`config.mk`:
```
export PLATFORM = sky130hd
export DESIGN_NAME = mlo_ctrl
export DESIGN_NICKNAME = d
export VERILOG_FILES = /design/src/rtl/mlo_pkg.sv /design/src/rtl/mlo_ctrl.sv
export SDC_FILE = /design/constraint.sdc
export NUM_CORES = 1
export LEC_CHECK = 0
export BUFFER_PORTS_ARGS = -buffer_cell sky130_fd_sc_hd__clkbuf_2
export CAP_MARGIN = 20
export CORE_MARGIN = 8
export CORE_UTILIZATION = 56
export DETAILED_ROUTE_END_ITERATION = 10
export GPL_ROUTABILITY_DRIVEN = 0
export PLACE_DENSITY_LB_ADDON = 0.15
export SETUP_SLACK_MARGIN = 0.5
export SYNTH_ARGS = -nofsm -noshare
export SYNTH_HDL_FRONTEND = slang
export SYNTH_SLANG_ARGS = --single-unit
```
`constraint.sdc`:
```
create_clock -name clk -period 2.9 [get_ports clk]
set_input_delay 0.435 -clock clk [delete_from_list [all_inputs] [get_ports clk]]
set_output_delay 0.435 -clock clk [all_outputs]
set_load 0.02 [all_outputs]
```
`src/rtl/mlo_pkg.sv`:
```
// shared types, constants and helper functions of the mouse-look block
// no dependencies
package mlo_pkg;

  localparam int ANGLE_W = 25;
  localparam int PITCH_W = 24;
  localparam int TRIG_W = 32;
  localparam int WRAP_STEPS = 8;
  localparam int WRAP_IDX_W = 3;
  localparam int ATAN_ENTRIES = 24;

  localparam int YAW_HALF_TURN = 11796480;
  localparam int YAW_FULL_TURN = 23592960;
  localparam int PITCH_LIMIT = 5832704;
  localparam int QUARTER_TURN = 5898240;
  localparam int CORDIC_GAIN_Q30 = 652032874;
  localparam int YAW_RESET = -5898240;
  localparam int SENS_RESET = 6554;

  typedef struct packed {
    logic                  load_in;
    logic                  mul;
    logic                  sum;
    logic                  wrap_step;
    logic [WRAP_IDX_W-1:0] wrap_idx;
    logic                  yaw_set;
    logic                  trig_start;
    logic                  prod_x;
    logic                  prod_z;
    logic                  out_load;
  } cmd_t;

  typedef struct packed {
    logic trig_busy;
  } status_t;

  // atan(2^-i) in 1/65536 degree
  function automatic logic signed [ANGLE_W-1:0] atan_at(input logic [4:0] i);
    logic signed [ANGLE_W-1:0] r;
    unique case (i)
      5'd0:  r = 25'sd2949120;
      5'd1:  r = 25'sd1740967;
      5'd2:  r = 25'sd919879;
      5'd3:  r = 25'sd466945;
      5'd4:  r = 25'sd234379;
      5'd5:  r = 25'sd117304;
      5'd6:  r = 25'sd58666;
      5'd7:  r = 25'sd29335;
      5'd8:  r = 25'sd14668;
      5'd9:  r = 25'sd7334;
      5'd10: r = 25'sd3667;
      5'd11: r = 25'sd1833;
      5'd12: r = 25'sd917;
      5'd13: r = 25'sd458;
      5'd14: r = 25'sd229;
      5'd15: r = 25'sd115;
      5'd16: r = 25'sd57;
      5'd17: r = 25'sd29;
      5'd18: r = 25'sd14;
      5'd19: r = 25'sd7;
      5'd20: r = 25'sd4;
      5'd21: r = 25'sd2;
      5'd22: r = 25'sd1;
      default: r = 25'sd0;
    endcase
    return r;
  endfunction

  // clamp to the q1.15 range
  function automatic logic signed [15:0] sat16(input logic signed [19:0] v);
    logic signed [15:0] r;
    if (v > 20'sd32767) begin
      r = 16'sh7fff;
    end else if (v < -20'sd32768) begin
      r = 16'sh8000;
    end else begin
      r = v[15:0];
    end
    return r;
  endfunction

endpackage

```
`src/rtl/mlo_ctrl.sv`:
```
// sequencer for one mouse event: scale, wrap, trig, product, output
// depends on mlo_pkg (command and status structs)
module mlo_ctrl (
  input  logic              clk,
  input  logic              rst,
  input  logic              in_valid,
  output logic              in_stall,
  output logic              out_valid,
  input  logic              out_stall,
  input  mlo_pkg::status_t  status,
  output mlo_pkg::cmd_t     cmd
);

  typedef enum logic [9:0] {
    ST_IDLE   = 10'b00_0000_0001,
    ST_MUL    = 10'b00_0000_0010,
    ST_SUM    = 10'b00_0000_0100,
    ST_WRAP   = 10'b00_0000_1000,
    ST_YAW    = 10'b00_0001_0000,
    ST_START  = 10'b00_0010_0000,
    ST_TRIG   = 10'b00_0100_0000,
    ST_PROD_X = 10'b00_1000_0000,
    ST_PROD_Z = 10'b01_0000_0000,
    ST_FINISH = 10'b10_0000_0000
  } state_t;

  state_t                         state;
  state_t                         state_next;
  logic [mlo_pkg::WRAP_IDX_W-1:0] wrap_cnt;
  logic                           out_free;

  assign in_stall = (state != ST_IDLE);
  assign out_free = !out_valid || !out_stall;

  always_comb begin
    state_next = state;
    cmd        = '0;
    cmd.wrap_idx = wrap_cnt;
    unique case (state)
      ST_IDLE: begin
        if (in_valid) begin
          cmd.load_in = 1'b1;
          state_next  = ST_MUL;
        end
      end
      ST_MUL: begin
        cmd.mul    = 1'b1;
        state_next = ST_SUM;
      end
      ST_SUM: begin
        cmd.sum    = 1'b1;
        state_next = ST_WRAP;
      end
      ST_WRAP: begin
        cmd.wrap_step = 1'b1;
        if (wrap_cnt == '0) begin
          state_next = ST_YAW;
        end
      end
      ST_YAW: begin
        cmd.yaw_set = 1'b1;
        state_next  = ST_START;
      end
      ST_START: begin
        cmd.trig_start = 1'b1;
        state_next     = ST_TRIG;
      end
      ST_TRIG: begin
        if (!status.trig_busy) begin
          state_next = ST_PROD_X;
        end
      end
      ST_PROD_X: begin
        cmd.prod_x = 1'b1;
        state_next = ST_PROD_Z;
      end
      ST_PROD_Z: begin
        cmd.prod_z = 1'b1;
        state_next = ST_FINISH;
      end
      ST_FINISH: begin
        if (out_free) begin
          cmd.out_load = 1'b1;
          state_next   = ST_IDLE;
        end
      end
      default: begin
        state_next = ST_IDLE;
      end
    endcase
  end

  always_ff @(posedge clk) begin
    if (rst) begin
      state     <= ST_IDLE;
      wrap_cnt  <= '0;
      out_valid <= 1'b0;
    end else begin
      state <= state_next;
      if (state == ST_SUM) begin
        wrap_cnt <= mlo_pkg::WRAP_IDX_W'(mlo_pkg::WRAP_STEPS - 1);
      end else if (state == ST_WRAP) begin
        wrap_cnt <= wrap_cnt - 1'b1;
      end
      if (cmd.out_load) begin
        out_valid <= 1'b1;
      end else if (!out_stall) begin
        out_valid <= 1'b0;
      end
    end
  end

endmodule

```
==> flow_metrics.py, run 1 <==
metrics = {
    "synth": {
        "mappedNetlistArea_um2": 863,
        "syn_inst": 102,
        "synth_area_leaders": "dfxtp_1 (32%), nor2b_1 (5.8%), nor2_1 (4.3%), a21oi_1 (3.5%), nor3_1 (3.5%)",
        "yosysTopAreaCellShare_pct": 32.5,
        "synth-xor-area-share_pct": 1.01,
        "ys.flop_type": "dfxtp_1",
        "ys_seq_elements": 14,
        "synth.largest_area_cell": "dfxtp_1",
        "syn_area_per_cell_um2": 8.46,
        "synth_top_family_by_area": "simple AND/OR/NAND/NOR gates",
        "synthMuxAreaShare_pct": 2.32,
        "syn-num-nets": 109,
        "yosysUniqueCellTypes": 38,
        "yosys_warnings": 0,
        "synth-simple-area-share_pct": 39.0,
        "synth_compound_area_share_pct": 16.4,
        "synth-async-reset-ratio_pct": 0,
        "yosys.area_share.adder_pct": 2.90,
        "synth-edff-count": 0,
        "ys_seq_area_share_pct": 32.5,
    },
    "power": {
        "pwr-share-seq_pct": 46.0,
        "p_int_mw": 0.304,
        "leakagePower_nw": 0.399,
        "power_frac_comb_pct": 29.7,
        "switching_share_pct": 32.4,
        "ir_worst_vdd_mv": 0.232,
        "pwr-share-clk_pct": 24.2,
        "p_sw_mw": 0.146,
        "p_total_mw": 0.450,
        "powerDensity_nw_per_um2": 454,
    },
    "timing": {
        "setup_ws_ns": 0.618,
        "hold-worst-slack_ns": 0.426,
        "maxSlewViolCount": 0,
        "worst_pin_slew_ns": 0.550,
        "setup_viol": 0,
        "slew_headroom_pct": 63.0,
        "hold_viol": 0,
        "clock.fmax_mhz": 438,
        "rsz0062_at_grt": "false",
        "worst_clock_skew_ns": 0.00224,
        "setup-tns-final_ns": 0,
        "min_period_ns": 2.28,
        "fin_crit_sh_pct": 78.7,
    },
    "global_routing": {
        "grt_use_total_pct": 12.2,
        "grt_max_degree": 10,
        "grt_pass1_wl_um": 3190,
        "grt_pass1_vias": 762,
        "grt_remaining_overflow": 0,
        "antenna_found_initial": 0,
    },
    "clock_tree": {
        "cts_root_buffer": "clkbuf_4",
        "worst_skew_pair.late_latency_ns": 0.27,
        "clock_sinks": 14,
        "clkTransAtPathRegs_ns": 0.08,
        "cts.path.max_buffers": 2,
        "cts_tree": "yes",
        "ctsHtreeMaxLevel": 1,
        "cts-buffers-inserted": 3,
    },
    "setup_path": {
        "startpoint": "state[0]",
        "rrSetupSlack_ns": 1.26,
        "worstPathRequired_ns": 2.47,
        "crit_end": "cmd[2]",
        "arrival_ns": 1.85,
        "cpMaxStageDelayCell": "or4_4",
        "critical_path_class": "reg -> out",
        "start_kind": "register",
        "reg2reg_depth": 4,
        "r2r-end": "state[7]",
        "critPathCaptureType": "output pin",
        "crit_chain": "or4_4, nor3_4, nand2_2, nor3_2, buf_2",
        "worstPathMaxFanout": 5,
        "r2r_start": "state[0]",
        "cpPeakStageDelay_ns": 0.56,
    },
    "hold_path": {
        "min_path_type": "in -> reg",
        "min-delay-start": "out_stall",
    },
    "floorplanning": {
        "die_h_um": 55.3,
        "die_area_um2": 3050,
        "core_area_um2": 1470,
        "num_rows": 14,
        "io_pins": 19,
        "start_util_pct": 58.7,
        "dieWidth_um": 55.3,
    },
    "finish": {
        "drive_above_1_share_pct": 30.0,
        "num_antenna_cells": 0,
        "layout.cells.most_common_list": "clkbuf_2 (16), dfxtp_1 (13), nor2_1 (10)",
        "fillers": 126,
        "layout_commonest_cell": "clkbuf_2",
        "syn2layout_area_growth_pct": 14.6,
        "nets": 129,
        "final_cells": 136,
    },
    "place": {
        "hpwl_um": 1440,
        "dp_slack_ns": 0.944,
        "placed_cells": 132,
        "port_buffers": 18,
    },
    "routing": {
        "vias": 778,
        "drtIter0Drc": 23,
        "drc_errors": 0,
        "drt-vias-per-instance": 5.72,
        "drtAntennaViolNets": 0,
        "wl_per_cell_um": 14.0,
        "wirelength_um": 1900,
        "first_pass_iters": 4,
    },
    "job": {
        "max_cap_violations": 0,
    },
    "outcome": {
        "status": "finished, final reports clean",
    },
}
## cell type report
cell class | instances | area, µm² | share of cell area (%)
Multi-Input combinational cell | 77 | 542 | 54.7
Sequential cell | 14 | 282 | 28.4
Tap cell | 16 | 20.0 | 2.02
Inverter | 7 | 26.3 | 2.65
Timing Repair Buffer | 19 | 97.6 | 9.86
Clock buffer | 3 | 22.5 | 2.28
## cells in the mapped netlist, types with 2 or more instances
library cell and n:
ha_1 2, nor3_1 6, nor2_1 10, nand2_1 8, nand3_1 3, a21oi_1 6, o21ai_0 3, o211ai_1 2
inv_1 7, mux2i_1 2, a21boi_0 2, dfxtp_1 14, nor4_1 3, nand2b_1 3, nor2b_1 8
## critical path: cells and delay by family, from the launching register on
kind / cells / cell delay (ns)
AND/OR/NAND/NOR: 4 / 1.06
flip-flops: 1 / 0.34
buffers and inverters: 1 / 0.18
## registers in the layout, indices dropped and copies added, names as in the netlist
signal     count
out_valid      1
state         10
wrap_cnt       3
## per-layer routing
layer  GRT usage (%)  part of all wire [%]  routed length [µm]  vias up
met5               0                     0                   0        -
met4            5.63                  0.53                  10        0
met3            3.42                   4.8                  92        2
met1            15.6                    53                 998      346
met2            18.1                    42                 797       23
li1                -                     -                   -      407
## how the worst min path moves through the flow
stage	end	slack, ns	cells after the start
2_1_floorplan	state[5]	0.52	1
3_3_place_gp	out_valid	0.49	2
3_5_place_dp	out_valid	0.50	2
4_1_cts	out_valid	0.42	3
5_1_grt	state[9]	0.44	3
6_report	out_valid	0.43	3
## through the flow
stage,utilization (%),cell area (µm²)
6_report,67.3,990
5_1_grt,67.3,990
4_1_cts,66.0,971
3_5_place_dp,64.5,948
3_3_place_gp,64.5,948
2_1_floorplan,-,863
## what timing repair did
item,4_1_cts,5_1_grt
endpoints found under the setup margin,0,1
resized for setup,0,5
buffers inserted,0,1
hold buffers,0,0
## power by group through the flow
stage	combinational, mW	sequential, mW	clock, mW
2_1_floorplan	0.100	0.210	0
3_3_place_gp	0.126	0.210	0
3_5_place_dp	0.127	0.211	0
4_1_cts	0.128	0.207	0.113
5_1_grt	0.146	0.208	0.120
6_report	0.134	0.207	0.109
## cells by family after synthesis
| logic type | Yosys count |
|---|---|
| DFF | 14 |
| muxes | 2 |
| buffers and inverters | 11 |
| adders and majority gates | 2 |
| and+or+nand+nor | 53 |
| xor gates and xnor gates | 1 |
| AOI/OAI and AO/OA | 19 |
Note: power is estimated with default switching activity, not from simulation.
==> run 2, diff against run 1 <==
--- a/config.mk
+++ b/config.mk
@@ -8,7 +8,7 @@
 export BUFFER_PORTS_ARGS = -buffer_cell sky130_fd_sc_hd__clkbuf_2
 export CAP_MARGIN = 20
 export CORE_MARGIN = 8
-export CORE_UTILIZATION = 56
+export CORE_UTILIZATION = 47
 export DETAILED_ROUTE_END_ITERATION = 10
 export GPL_ROUTABILITY_DRIVEN = 0
 export PLACE_DENSITY_LB_ADDON = 0.15
==> constraint.sdc (replaced) <==
create_clock -name clk -period 2 [get_ports clk]
set_input_delay 0.3 -clock clk [delete_from_list [all_inputs] [get_ports clk]]
set_output_delay 0.3 -clock clk [all_outputs]
set_load 0.02 [all_outputs]
==> run 2 against run 1 <==
The flow now finishes with violations (negative setup slack). Clock skew is 0.0050 ns higher. Flip-flop and latch count did not move. Clock power increased by 96%. Non-clock buffer count rose by 14. Register-to-register slack worse by 0.97 ns. Sequential power is 44% higher. Combinational power grew to 2.8 times the previous value. Die area grew 13%. Sequential share of layout area fell by 7.5 points.
==> flow_metrics.py, run 2 (synthesis gave the netlist of run 1 again) <==
metrics = {
    "clock_tree": {
        "clock_sinks": 14,
        "cts_root_buffer": "clkbuf_4",
        "cts.path.max_buffers": 2,
        "worst_skew_pair.late_latency_ns": 0.29,
        "cts_tree": "yes",
        "clkTransAtPathRegs_ns": 0.09,
        "cts-buffers-inserted": 3,
        "ctsHtreeMaxLevel": 1,
    },
    "hold_path": {
        "min_path_type": "in -> reg",
    },
    "timing": {
        "setup_ws_ns": -0.142,
        "rsz0062_at_grt": "true",
        "clock.fmax_mhz": 467,
        "slew_headroom_pct": 76.9,
        "worst_clock_skew_ns": 0.00721,
        "setup_viol": 3,
        "maxSlewViolCount": 0,
        "min_period_ns": 2.14,
        "fin_crit_sh_pct": 107,
        "worst_pin_slew_ns": 0.346,
        "hold_viol": 0,
    },
    "global_routing": {
        "use_met3_pct": 3.70,
        "grt_util_met1_pct": 16.3,
        "grt_pass1_vias": 849,
        "grt_remaining_overflow": 0,
        "grt_max_degree": 10,
        "antenna_found_initial": 0,
        "met2_usage_pct": 23.1,
        "grt_pass1_wl_um": 3880,
        "top_usage_layer": "met2",
        "grt_use_total_pct": 14.6,
    },
    "finish": {
        "top_regs": "state: 10 flops, wrap_cnt: 3 flops, out_valid: 1 flops",
        "drive_above_1_share_pct": 54.8,
        "largest_reg_flops": 10,
        "final_util_pct": 80.4,
        "nets": 143,
        "syn2layout_area_growth_pct": 60.9,
        "num_antenna_cells": 0,
        "regMostFlops": "state",
        "layout_commonest_cell": "buf_4",
        "layout.cells.most_common_list": "buf_4 (9), clkbuf_2 (8), dfxtp_1 (8)",
    },
    "setup_path": {
        "arrival_ns": 1.84,
        "crit_chain": "or4_4, nor3_4, nand3_2, a21oi_4, clkbuf_8",
        "critical_path_class": "reg -> out",
        "path_delay_family": "simple AND/OR/NAND/NOR gates",
        "worstPathRequired_ns": 1.70,
        "worstPathMaxFanout": 5,
        "cpPeakStageDelay_ns": 0.55,
        "cpMaxStageDelayCell": "or4_4",
        "start_kind": "register",
        "path_buf_inv": 1,
        "critPathCaptureType": "output pin",
    },
    "routing": {
        "vias": 866,
        "wirelength_um": 2460,
        "drt-vias-per-instance": 5.41,
        "drtAntennaViolNets": 0,
        "drc_errors": 0,
        "wl_per_cell_um": 15.4,
        "first_pass_iters": 4,
        "drtIter0Drc": 21,
    },
    "floorplanning": {
        "num_rows": 15,
        "die_area_um2": 3460,
        "die_h_um": 58.9,
        "start_util_pct": 50.0,
        "dieWidth_um": 58.9,
        "core_area_um2": 1730,
        "io_pins": 19,
    },
    "power": {
        "powerDensity_nw_per_um2": 642,
        "leakagePower_nw": 0.533,
        "ir_worst_vdd_mv": 0.581,
    },
    "place": {
        "port_buffers": 18,
        "dp_slack_ns": 0.161,
        "hpwl_um": 1590,
    },
    "outcome": {
        "status": "finished with violations",
        "violations": "negative setup slack",
    },
    "job": {
        "max_cap_violations": 0,
    },
}
run 2: tightest hold or removal path, stage by stage:
cell	delay (ns)
clkbuf_2	0.12
nand3_1	0.11
a211oi_2	0.07
run 2: worst paths after layout:
path                    to  cells past startpoint  slack, ns      start
hold reg to reg   state[9]                      2       0.56  out_valid
setup / recovery    cmd[0]                      5      -0.14   state[0]
hold / removal    state[9]                      3       0.34  out_stall
setup reg to reg  state[7]                      7       0.29   state[6]
run 2: report_power, final:
group,internal [mW],switching (mW)
registers,0.290,0.00820
logic,0.196,0.183
clock network,0.111,0.103
total,0.597,0.294
run 2: metrics by stage:
| stage | total power, mW | cell area, µm² | cells | hold WS (ns) | TNS, ns |
|---|---|---|---|---|---|
| 4_1_cts | 0.838 | 1320 | 156 | 0.323 | -0.293 |
| 2_1_floorplan | 0.479 | 943 | 102 | 0.460 | 0 |
| 6_report | 0.891 | 1390 | 160 | 0.339 | -0.360 |
| 5_1_grt | 0.933 | 1390 | 160 | 0.337 | -0.594 |
| 3_5_place_dp | 0.524 | 1060 | 145 | 0.537 | 0 |
| 3_3_place_gp | 0.519 | 1060 | 145 | 0.522 | 0 |
run 2: cell type report:
cell class	count	area, µm²
sequential	14	290
tap	25	31.3
multi-input combinational	77	681
fill	114	338
timing repair buffer	33	324
clock buffer	4	36.3
inverter	7	26.3
run 2: what timing repair did:
action                                  CTS  global route
endpoints found under the setup margin   15            20
pin swaps                                11            11
setup buffers                             7             4
hold buffers                              0             0
gates resized for setup                  41            14
run 2: metal layers:
layer  part of all wire (%)  wire, µm
met1                     42      1020
met5                      0         0
met4                    2.8        69
met2                     50      1240
met3                    5.2       127
==> run 3, diff against run 2 <==
--- a/config.mk
+++ b/config.mk
@@ -9,10 +9,12 @@
 export CAP_MARGIN = 20
 export CORE_MARGIN = 8
 export CORE_UTILIZATION = 47
+export CTS_CLUSTER_SIZE = 25
 export DETAILED_ROUTE_END_ITERATION = 10
 export GPL_ROUTABILITY_DRIVEN = 0
 export PLACE_DENSITY_LB_ADDON = 0.15
 export SETUP_SLACK_MARGIN = 0.5
+export SKIP_LAST_GASP = 1
 export SYNTH_ARGS = -nofsm -noshare
 export SYNTH_HDL_FRONTEND = slang
 export SYNTH_SLANG_ARGS = --single-unit
==> run 3 against run 2 <==
The run still ends with negative setup slack left. Sequential power is essentially flat. Clock skew is essentially flat. Combinational power shrank 7.1%. Maximum frequency shrank 0.63%. Wire length grew 0.57%. Setup slack lost 0.014 ns. Clock power is essentially flat. Sequential share of layout area grew 0.15 points. Total power shrank 2.6%. Count of clock-buffer cells in the layout is the same. Highest routed layer unchanged.
==> flow_metrics.py, run 3 (synthesis gave the netlist of run 1 again) <==
metrics = {
    "outcome": {
        "status": "finished with violations",
        "violations": "negative setup slack",
    },
    "job": {
        "max_cap_violations": 0,
    },
    "floorplanning": {
        "num_rows": 15,
        "die_area_um2": 3460,
        "core_area_um2": 1730,
        "die_h_um": 58.9,
        "dieWidth_um": 58.9,
        "start_util_pct": 50.0,
        "io_pins": 19,
    },
    "place": {
        "placed_cells": 145,
        "dp_slack_ns": 0.161,
        "port_buffers": 18,
        "hpwl_um": 1590,
    },
    "setup_path": {
        "critical_path_class": "reg -> out",
        "rrSetupSlack_ns": 0.38,
        "start_kind": "register",
        "cpPeakStageDelay_ns": 0.55,
        "worstPathRequired_ns": 1.70,
        "crit_chain": "or4_4, nor3_4, nand3_2, a21oi_4, clkbuf_2",
        "cpMaxStageDelayCell": "or4_4",
        "path_buf_inv": 1,
        "reg2reg_depth": 7,
        "path_delay_family": "simple AND/OR/NAND/NOR gates",
        "worstPathMaxFanout": 5,
        "r2r-end": "wrap_cnt[0]",
        "critPathCaptureType": "output pin",
        "r2r_start": "state[6]",
        "arrival_ns": 1.86,
    },
    "clock_tree": {
        "cts_root_buffer": "clkbuf_4",
        "worst_skew_pair.late_latency_ns": 0.29,
        "cts_tree": "yes",
        "clock_sinks": 14,
        "clkTransAtPathRegs_ns": 0.09,
        "ctsHtreeMaxLevel": 1,
        "cts.path.max_buffers": 2,
        "cts-buffers-inserted": 3,
    },
    "timing": {
        "worst_pin_slew_ns": 0.353,
        "rsz0062_at_grt": "true",
        "slew_headroom_pct": 76.5,
        "setup-tns-final_ns": -0.370,
        "setup_ws_ns": -0.155,
        "min_period_ns": 2.16,
        "clock.fmax_mhz": 464,
        "maxSlewViolCount": 0,
        "setup_viol": 3,
        "worst_clock_skew_ns": 0.00715,
        "fin_crit_sh_pct": 108,
        "hold_viol": 0,
    },
    "routing": {
        "drc_errors": 0,
        "drtAntennaViolNets": 0,
        "first_pass_iters": 4,
        "wl_per_cell_um": 15.4,
        "vias": 866,
        "drt-vias-per-instance": 5.41,
        "wirelength_um": 2470,
        "drtIter0Drc": 19,
    },
    "power": {
        "leakagePower_nw": 0.526,
        "p_total_mw": 0.868,
        "ir_worst_vdd_mv": 0.549,
        "powerDensity_nw_per_um2": 629,
    },
    "global_routing": {
        "grt_use_total_pct": 14.7,
        "grt_pass1_vias": 863,
        "antenna_found_initial": 0,
        "grt_pass1_wl_um": 3900,
        "grt_max_degree": 10,
        "grt_remaining_overflow": 0,
    },
    "finish": {
        "regMostFlops": "state",
        "top_regs": "state: 10 flops, wrap_cnt: 3 flops, out_valid: 1 flops",
        "largest_reg_flops": 10,
        "final_cells": 160,
        "num_antenna_cells": 0,
        "nets": 143,
        "layout.cells.most_common_list": "buf_4 (10), clkbuf_2 (9), dfxtp_1 (8)",
        "drive_above_1_share_pct": 55.6,
        "layout_commonest_cell": "buf_4",
        "syn2layout_area_growth_pct": 59.7,
        "final_util_pct": 79.9,
    },
    "hold_path": {
        "min_path_type": "in -> reg",
        "min-delay-start": "out_stall",
        "hold_end": "out_valid",
        "hold_path_depth": 3,
    },
}
## run 3: stage by stage
step                      cell area, µm²  hold WS [ns]
after floorplan                      943         0.460
after global routing                1380         0.334
after detailed placement            1060         0.537
after CTS                           1290         0.323
after global placement              1060         0.522
final                               1380         0.335
## run 3: worst reg2reg max path, stage by stage (launching register included)
cell and delay, ns:
dfxtp_4 0.37, nor4_4 0.27, buf_6 0.18, nand3_4 0.13, buf_6 0.15, buf_6 0.13, nor3_4 0.19, a2111oi_4 0.07
## run 3: area by class of cell
class | count | area [µm²]
sequential | 14 | 290
inverter | 7 | 26.3
fill | 111 | 348
multi-input combinational | 77 | 693
clock buffer | 4 | 36.3
tap | 25 | 31.3
timing repair buffer | 33 | 302
## run 3: power breakdown
group	internal (mW)	switching (mW)	leakage (nW)
clock network	0.111	0.106	0.0210
registers	0.290	0.00823	0.116
logic	0.171	0.181	0.389
## run 3: worst max path at each step
stage	cells after the start	endpoint	from
2_1_floorplan	4	cmd[2]	state[0]
3_3_place_gp	5	cmd[0]	state[0]
3_5_place_dp	5	cmd[0]	state[0]
4_1_cts	5	cmd[0]	state[0]
5_1_grt	5	cmd[0]	state[2]
6_report	5	cmd[0]	state[0]
## run 3: per-layer routing
metal / track usage (%) / part of all wire (%)
met5: 0 / 0
met4: 10.9 / 1.9
met3: 4.35 / 3.6
met2: 23.8 / 51
met1: 15.6 / 43
## run 3: what timing repair did
action | in CTS | in global routing
pin swaps | 7 | 4
gates resized for setup | 35 | 16
hold buffers | 0 | 0
buffers inserted | 7 | 4
setup endpoints to repair | 15 | 20
